[src/rtl/exttmr_pkg.sv]
// Package for the extended timer: constants, operation codes and request/result types.
package exttmr_pkg;

  // Fraction bits of the Q48.16 time format
  localparam int Q_FRAC = 16;

  // Default configuration of the timer
  localparam int COUNTER_BITS_DEF = 32;
  localparam int SUBSEC_BITS_DEF  = 15;

  // Operation codes
  localparam logic [1:0] OP_TICK        = 2'd0;
  localparam logic [1:0] OP_SET_TIME    = 2'd1;
  localparam logic [1:0] OP_SET_ALARM   = 2'd2;
  localparam logic [1:0] OP_CLEAR_ALARM = 2'd3;

  typedef struct packed {
    logic [1:0]  opcode;
    logic [63:0] time_value;
  } req_t;

  typedef struct packed {
    logic [63:0] current_time;
    logic [63:0] alarm_time;
    logic        alarm_fire;
  } rsp_t;

endpackage

[src/rtl/extended_timer_with_alarm_top.sv]
// Top level of the extended timer with alarm: step core plus a two-entry result buffer.
// A result is registered in the output register, or in the skid entry while the output
//   is stalled. Throughput: one request per cycle while req_stall is low; the result
//   register plus a skid entry let a request be taken while one result waits.
// Reset (rst, synchronous): counter, wrap count, alarm and arming clear to zero, the
//   result buffer empties; requests are taken from the first cycle after reset.
module extended_timer_with_alarm_top import exttmr_pkg::*; #(
  parameter int COUNTER_BITS = COUNTER_BITS_DEF,
  parameter int SUBSEC_BITS  = SUBSEC_BITS_DEF
) (
  input  logic clk,
  input  logic rst,
  // request channel
  input  logic req_valid,
  output logic req_stall,
  input  req_t req,
  // result channel
  output logic rsp_valid,
  input  logic rsp_stall,
  output rsp_t rsp
);

  logic accept;
  logic taken;
  rsp_t rsp_next;

  // skid entry holds a result computed while the output register was stalled
  logic skid_valid;
  rsp_t skid;

  assign req_stall = skid_valid;
  assign accept    = req_valid && !skid_valid;
  assign taken     = rsp_valid && !rsp_stall;

  exttmr_core #(
    .COUNTER_BITS (COUNTER_BITS),
    .SUBSEC_BITS  (SUBSEC_BITS)
  ) u_core (
    .clk      (clk),
    .rst      (rst),
    .accept   (accept),
    .req      (req),
    .rsp_next (rsp_next)
  );

  // Output register and skid control
  always_ff @(posedge clk) begin
    if (rst) begin
      rsp_valid  <= 1'b0;
      skid_valid <= 1'b0;
    end else begin
      priority if (taken) begin
        if (skid_valid) begin
          skid_valid <= 1'b0;        // drain the waiting result
        end else begin
          rsp_valid <= accept;       // refill or go empty
        end
      end else if (!rsp_valid) begin
        rsp_valid <= accept;
      end else if (accept) begin
        skid_valid <= 1'b1;          // output stalled: park the new result
      end
    end
  end

  // Payload registers, no reset needed
  always_ff @(posedge clk) begin
    if (taken && skid_valid) begin
      rsp <= skid;
    end else if (accept && (taken || !rsp_valid)) begin
      rsp <= rsp_next;
    end
    if (accept && rsp_valid && !taken) begin
      skid <= rsp_next;
    end
  end

endmodule

[src/rtl/exttmr_core.sv]
// Timer state and step logic for tick, set time, set alarm and clear alarm.
module exttmr_core import exttmr_pkg::*; #(
  parameter int COUNTER_BITS = COUNTER_BITS_DEF,
  parameter int SUBSEC_BITS  = SUBSEC_BITS_DEF
) (
  input  logic clk,
  input  logic rst,
  input  logic accept,
  input  req_t req,
  output rsp_t rsp_next
);

  localparam int SHIFT = Q_FRAC - SUBSEC_BITS;

  logic [COUNTER_BITS-1:0] tick_count, tick_count_next;
  logic [31:0]             wrap_count, wrap_count_next;
  logic [COUNTER_BITS-1:0] alarm_low, alarm_low_next;
  logic [31:0]             alarm_epoch, alarm_epoch_next;
  logic                    alarm_pending, alarm_pending_next;
  logic                    compare_armed, compare_armed_next;
  logic                    fire;

  logic [63:0]             scaled;
  logic [COUNTER_BITS-1:0] new_low;
  logic [31:0]             new_high;
  logic [COUNTER_BITS-1:0] tick_inc;
  logic [31:0]             wrap_inc;
  logic                    armed_mid;

  assign scaled   = req.time_value >> SHIFT;
  assign new_low  = scaled[COUNTER_BITS-1:0];
  assign new_high = scaled[COUNTER_BITS +: 32];
  assign tick_inc = tick_count + {{(COUNTER_BITS-1){1'b0}}, 1'b1};
  assign wrap_inc = wrap_count + 32'd1;

  always_comb begin
    tick_count_next    = tick_count;
    wrap_count_next    = wrap_count;
    alarm_low_next     = alarm_low;
    alarm_epoch_next   = alarm_epoch;
    alarm_pending_next = alarm_pending;
    compare_armed_next = compare_armed;
    fire               = 1'b0;
    armed_mid          = compare_armed;
    unique case (req.opcode)
      OP_TICK: begin
        tick_count_next = tick_inc;
        if (tick_inc == '0) begin
          wrap_count_next = wrap_inc;
          // wrap into the alarm's epoch: arm, or fire now for a zero low part
          if (alarm_pending && alarm_epoch == wrap_inc) begin
            if (alarm_low != '0) armed_mid = 1'b1;
            else fire = 1'b1;
          end
        end
        compare_armed_next = armed_mid;
        if (armed_mid && tick_inc == alarm_low) begin
          fire               = 1'b1;
          compare_armed_next = 1'b0;
        end
      end
      OP_SET_TIME: begin
        tick_count_next = new_low;
        wrap_count_next = new_high;
      end
      OP_SET_ALARM: begin
        alarm_low_next     = new_low;
        alarm_epoch_next   = new_high;
        alarm_pending_next = 1'b1;
        compare_armed_next = 1'b0;
        if (new_high == wrap_count) begin
          if (tick_count == new_low) fire = 1'b1;
          else if (tick_count < new_low) compare_armed_next = 1'b1;
        end
      end
      OP_CLEAR_ALARM: begin
        alarm_pending_next = 1'b0;
        compare_armed_next = 1'b0;
      end
      default: begin
      end
    endcase
  end

  // rebuild Q48.16 values from the next state
  assign rsp_next.current_time = 64'({wrap_count_next, tick_count_next}) << SHIFT;
  assign rsp_next.alarm_time   = 64'({alarm_epoch_next, alarm_low_next}) << SHIFT;
  assign rsp_next.alarm_fire   = fire;

  always_ff @(posedge clk) begin
    if (rst) begin
      tick_count    <= '0;
      wrap_count    <= '0;
      alarm_low     <= '0;
      alarm_epoch   <= '0;
      alarm_pending <= 1'b0;
      compare_armed <= 1'b0;
    end else if (accept) begin
      tick_count    <= tick_count_next;
      wrap_count    <= wrap_count_next;
      alarm_low     <= alarm_low_next;
      alarm_epoch   <= alarm_epoch_next;
      alarm_pending <= alarm_pending_next;
      compare_armed <= compare_armed_next;
    end
  end

endmodule
[config.mk]
export PLATFORM = sky130hd
export DESIGN_NAME = extended_timer_with_alarm_top
export DESIGN_NICKNAME = d
export VERILOG_FILES = /design/src/rtl/exttmr_pkg.sv /design/src/rtl/extended_timer_with_alarm_top.sv /design/src/rtl/exttmr_core.sv
export SDC_FILE = /design/constraint.sdc
export NUM_CORES = 1
export LEC_CHECK = 0
export ABC_CLOCK_PERIOD_IN_PS = 20700
export BUFFER_PORTS_ARGS = -buffer_cell sky130_fd_sc_hd__buf_2
export CORE_MARGIN = 3
export CORE_UTILIZATION = 50
export DETAILED_ROUTE_END_ITERATION = 16
export GPL_ROUTABILITY_DRIVEN = 0
export MAX_ROUTING_LAYER = met4
export PLACE_DENSITY = 0.7
export SYNTH_ARGS = -nofsm -noshare
export SYNTH_HDL_FRONTEND = slang
export SYNTH_SLANG_ARGS = --single-unit
[constraint.sdc]
create_clock -name clk -period 20.7 [get_ports clk]
set_input_delay 4.14 -clock clk [delete_from_list [all_inputs] [get_ports clk]]
set_output_delay 4.14 -clock clk [all_outputs]
set_load 0.02 [all_outputs]
# Word level (Yosys, flattened, before mapping)
# Index checks and enable logic that the tools add are counted.
dict set report op_classes {
  addsub 2
  n_lt_le_gt_ge 1
  n_eq_ne 9
  mux 27
  reduce_logical 25
}
# op count
set op_table {}
lappend op_table {{two-way mux 129 bit} 2}
lappend op_table {{case mux 32 bit (2 select lines)} 2}
lappend op_table {{adder 32 x 1 -> 32 bit (second input constant)} 2}
lappend op_table {{== test 31 x 32 -> 1 bit} 2}
lappend op_table {{== test 32 bit} 2}
lappend op_table {{two-way mux 32 bit} 2}
lappend op_table {{zero test 32 bit} 1}
lappend op_table {{less-than comparator 32 bit} 1}
lappend op_table {{nonzero test 32 bit} 1}
lappend op_table {{two-way mux 31 bit} 1}
lappend op_table {{two-way mux 1 bit} 17}
lappend op_table {{logical AND 1 bit} 8}
lappend op_table {{AND reduction 2 bit} 3}
lappend op_table {{nonzero test 2 bit} 3}
lappend op_table {{== test 2 bit (second input constant)} 2}
lappend op_table {{zero test 1 bit} 4}
lappend op_table {{case mux 1 bit (2 select lines)} 2}
lappend op_table {{case mux 1 bit (3 select lines)} 1}
lappend op_table {{AND reduction 3 bit} 1}
lappend op_table {{nonzero test 3 bit} 1}
lappend op_table {{== test 2 x 1 -> 1 bit (second input constant)} 1}
lappend op_table {{zero test 2 bit} 1}
lappend op_table {{!= test 2 x 1 -> 1 bit (second input constant)} 1}
lappend op_table {{!= test 2 bit (second input constant)} 1}
lappend op_table {{other kinds (2)} 2}
dict set report totals {
  register_bits 385
  input_bits 70
  wordCells 79
}

# Depth between registers and ports, before layout
dict set report logic_depth {
  ltp_word 11
  depth_mapped 14
}

# By module
# A second synthesis with hierarchy kept.
dict set report unflattened {
  hier_cells 2124
  area_unflattened_um2 21795.9
}
# module n_inst cells_each area_per_inst_um2
set modules_own_cells {}
lappend modules_own_cells {exttmr_core 1 1709 12326.8}
lappend modules_own_cells {extended_timer_with_alarm_top 1 415 9469.1}

# Worst setup path after synthesis
# Ideal clock, no wire load.
dict set report synth_timing {
  kind {in2reg}
  startpoint {input port req_valid}
  endpoint {register rsp[0] (netlist bit) (enable)}
  arrival_ns 11.130
  t_required_ns 20.045
  path_slack_ns 8.915
  path_stages 5
  path_buffers 2
  path_cell_list {nor2b_1 > clkbuf_1 > clkbuf_1 > a21oi_1 > a21oi_1}
}
dict set report synth_between {
  elab_chain_len 3
}
# element line
set synth_lines {}
lappend synth_lines {{start, declared} extended_timer_with_alarm_top.sv:14} ;# input logic req_valid,
lappend synth_lines {{logical AND 1 bit} extended_timer_with_alarm_top.sv:32} ;# assign accept = req_valid && !skid_valid;
lappend synth_lines {{logical AND 1 bit} extended_timer_with_alarm_top.sv:70} ;# end else if (accept && (taken || !rsp_valid)) begin
lappend synth_lines {{nonzero test 2 bit (no source line)} -}
lappend synth_lines {{end signal, assigned} extended_timer_with_alarm_top.sv:69} ;# rsp <= skid;
lappend synth_lines {{end signal, assigned} extended_timer_with_alarm_top.sv:71} ;# rsp <= rsp_next;
lappend synth_lines {{end, declared} extended_timer_with_alarm_top.sv:20} ;# output rsp_t rsp
# Every way passes these cells.
# A chain may end at the register's enable or synchronous reset.

# Worst setup path after layout
dict set report layout_timing {
  startpoint {input port req[64] (netlist bit)}
  endpoint {register u_core.compare_armed}
}
dict set report layout_between {
  elab_chain_len 3
  elab_cells_between_ends 6
  classes_between {eq/ne (2); mux (1); reduce/logical (3)}
}
# element line
set layout_lines {}
lappend layout_lines {{start, declared} extended_timer_with_alarm_top.sv:16} ;# input req_t req,
lappend layout_lines {{== test 2 bit / zero test 2 bit (equally long branches)} exttmr_core.sv:45} ;# unique case (req.opcode)
lappend layout_lines {{nonzero test 3 bit (no source line)} -}
lappend layout_lines {{AND reduction 2 bit (no source line)} -}
lappend layout_lines {{end signal, assigned} exttmr_core.sv:104} ;# compare_armed <= compare_armed_next;
lappend layout_lines {{end, declared} exttmr_core.sv:20} ;# logic compare_armed, compare_armed_next;
# Parallel ways exist; a longest one is shown, timed or not.

==> impl_metrics.tcl <==
set metrics [dict create \
    setup_viol 0 \
    grt-ovfl-total 0 \
    maxCapViolCount 0 \
    syn-cell-area_sq_um 21960 \
    grt_max_degree 86 \
    finalPower_uw 1934 \
    rr_startpoint "u_core.tick_count[0]$_SDFFE_PP0P_" \
    grt_pass1_vias 18740 \
    skew_ns 0.02838 \
    cellPowerDensity_nw_per_um2 78.89 \
    drive_above_1_share 0.1253 \
    vias 19990 \
    reg2reg_slack_ns 14.84 \
    cts_resized 0 \
    die_area_sq_um 46470 \
    pin_count 201 \
    wl_mm 68.55 \
    period_needed_ns 6.940 \
    internal-power_uw 1413 \
    fmaxAchievable_ghz 0.1441 \
    cts_tree "yes" \
    hold_end "u_core.compare_armed$_SDFFE_PP0P_" \
    rows 76 \
    cp_slowest_cell "a2111oi_0" \
    wl_per_cell_um 21.28 \
    synth_largest_area_cell "edfxtp_1" \
    numClockSinks 385 \
    p_leak_uw 0.009201 \
    post-route-worst-setup-slack_ns 13.76 \
    dr.first_iter.drc_count 2797 \
    nets 2697 \
    netlist-cell-type-count 85 \
    hold_depth 2 \
    avgViaCountPerCell 6.205 \
    hp-class "reg2reg" \
    synth.most_common_cell "nand2_1" \
    finalHoldViolations 0 \
    clkTransAtPathRegs_ns 0.06 \
    ys_seq_area_frac 0.4668 \
    worstSetupEndpointType "flop" \
    crit_chain "buf_4 -> nand2b_4 -> nor2_1 -> nand4_1 -> nor4_1 -> nand2_1 -> or3_1 -> a2111oi_0 -> o21bai_1 -> a211oi_1" \
    ctsHoldBuffers 0 \
    postRouteAntennaNets 0 \
    hpwl_mm 46.75 \
    synth.avg_cell_area_sq_um 8.666 \
    hold_start "u_core.compare_armed$_SDFFE_PP0P_" \
    dr.pass1.iters 6 \
    fin_setup_tns_ns 0 \
    path_max_fanout 84 \
    synth_top_cell_area_share 0.3474 \
    worstMarginPinSlew_ns 1.199 \
    p_sw_uw 521.3 \
    crit_family "simple AND/OR/NAND/NOR gates" \
    initial_core_util 0.5075 \
    grt_pass1_wl_mm 107.4 \
    seqPwrFrac 0.467 \
    h-tree-depth 2 \
    finalCritPeriodShare 0.3352 \
    slowest_delay_ns 0.60 \
    drc_errors 0 \
    clock_power_share 0.396 \
    rsz0062_at_grt "no" \
    fp.coreArea_sq_um 43270 \
    reg2regPathDepth 10 \
    max-clock-path-buffers 3 \
    grt_antenna_before_repair 10 \
    post_cts_buffers 0 \
    insertion_delay_ns 0.58 \
    syn_inst 2534 \
    swShare 0.2695 \
    crit-reg2reg-capture "rsp[112]$_DFFE_PP_" \
    async_flop_share 0 \
    setup.worst_path.class "in2reg" \
    fp.dieH_um 215.6 \
    yosysWarnings 0 \
    die_w_um 215.6 \
    ir_drop_mv 0.04237 \
    status "finished clean" \
    relSlewSlack 0.2001 \
    clockRootBuffer "clkbuf_16" \
    crit_arrival_ns 7.41 \
    crit_required_ns 21.17 \
    drv_slew 0 \
    grt.total_usage 0.2978 \
    ys_seq_elements 385 \
    synth_enable_flop_cells 254 \
    crit_buf_inv 1 \
    area_growth_pct 11.66 \
    synth.top_cells.by_area "edfxtp_1 (35%), dfxtp_1 (12%), nand2_1 (6.9%)" \
    start_kind "input port" \
    synth_ff_type "edfxtp_1" \
    io_buffers 197 \
    cts_made_buffers 42 \
    synthTopCellsByCount "nand2_1 (405), nor2_1 (328), edfxtp_1 (254)" \
    pre_cts_ws_ns 13.14 \
    pwr-share-comb 0.137 \
]
==> worst min-delay path, delay by kind of cell, from the launching register on <==
kind                   cells  cell delay (ns)
AO/OA/AOI/OAI              1             0.07
flip-flops                 1             0.29
buffers and inverters      1             0.07
==> worst max-delay path by stage <==
stage,startpoint,endpoint,slack [ns],cells after the start
after floorplan,req_valid,rsp[0]$_DFFE_PP_,8.91,5
final,req[64],u_core.compare_armed$_SDFFE_PP0P_,13.76,10
after global placement,req[64],u_core.compare_armed$_SDFFE_PP0P_,13.22,10
after CTS,req[64],u_core.compare_armed$_SDFFE_PP0P_,13.76,10
after global routing,req[64],u_core.compare_armed$_SDFFE_PP0P_,13.43,10
after detailed placement,req[64],u_core.compare_armed$_SDFFE_PP0P_,13.14,10
==> registers in the layout (all words and copies together) (netlist names) <==
name,flops
u_core.compare_armed,1
u_core.alarm_epoch,31
rsp,127
u_core.alarm_pending,1
req_stall,1
u_core.alarm_low,32
u_core.wrap_count,32
u_core.tick_count,32
skid,127
rsp_valid,1
==> stage by stage <==
step	hold WS, ns	cells	area (sq um)	utilization
detailed placement	0.4693	3133	23110	0.5341
CTS	0.4772	3210	24490	0.5661
global placement	0.4557	3133	23110	0.5341
finish	0.4797	3221	24520	0.5667
global route	0.5113	3220	24520	0.5666
floorplan	0.4399	2535	21960	-
==> layer usage <==
| layer | part of all wire | vias up | global-route usage |
|---|---|---|---|
| li1 | - | 9210 | - |
| met1 | 0.44 | 9440 | 0.4261 |
| met2 | 0.42 | 1164 | 0.4170 |
| met3 | 0.11 | 171 | 0.07153 |
| met4 | 0.029 | 0 | 0.09650 |
| met5 | 0 | - | - |
==> power groups by stage <==
stage	sequential, uW	combinational (uW)	clock, uW
final	903	265	766
after global routing	908	288	809
after CTS	902	261	778
after detailed placement	918	259	0
after global placement	917	253	0
after floorplan	935	154	0
==> cell usage in the layout (no fill, tap or decap), types with 10 or more instances in the layout <==
cell type,instances
o21a_1,20
buf_4,24
diode_2,11
clkbuf_16,43
a21oi_1,166
a211oi_1,18
xor2_1,29
nand4_1,66
and3_1,27
o31ai_1,12
buf_2,194
mux2i_1,11
nand2b_1,22
inv_1,75
nand3_1,48
nor3_1,50
or3_1,15
nand2_1,402
and2_1,15
a311oi_1,11
o21ai_0,182
o221a_2,10
xnor2_1,95
nor4_1,45
and4_1,15
mux2_2,16
a31oi_1,23
dfxtp_1,131
clkbuf_1,17
or4_1,14
ha_1,35
nor2_1,325
edfxtp_1,254
nor2b_1,11
a21o_1,12
==> cell type report <==
class / count / area (sq um)
diodes: 11 / 27.53
clock buffers: 63 / 1181
clock inverters: 14 / 201.4
fillers: 3833 / 18750
inverters: 76 / 285.3
multi-input cells: 1869 / 10690
flip-flops and latches: 385 / 10250
well taps: 585 / 732.0
repair buffers: 218 / 1151
==> cell families after synthesis <==
kind of cell               after synthesis  share of synthesized area
muxes                                   27                    0.01322
AOI/OAI and AO/OA                      573                     0.1631
adders and majority gates               36                    0.02040
DFF                                    385                     0.4668
and+or+nand+nor                       1104                     0.2343
other                                    1                  0.0001708
xor gates and xnor gates               127                    0.05254
buffers and inverters                  281                    0.04946
Power figures use the tool's default switching activity.
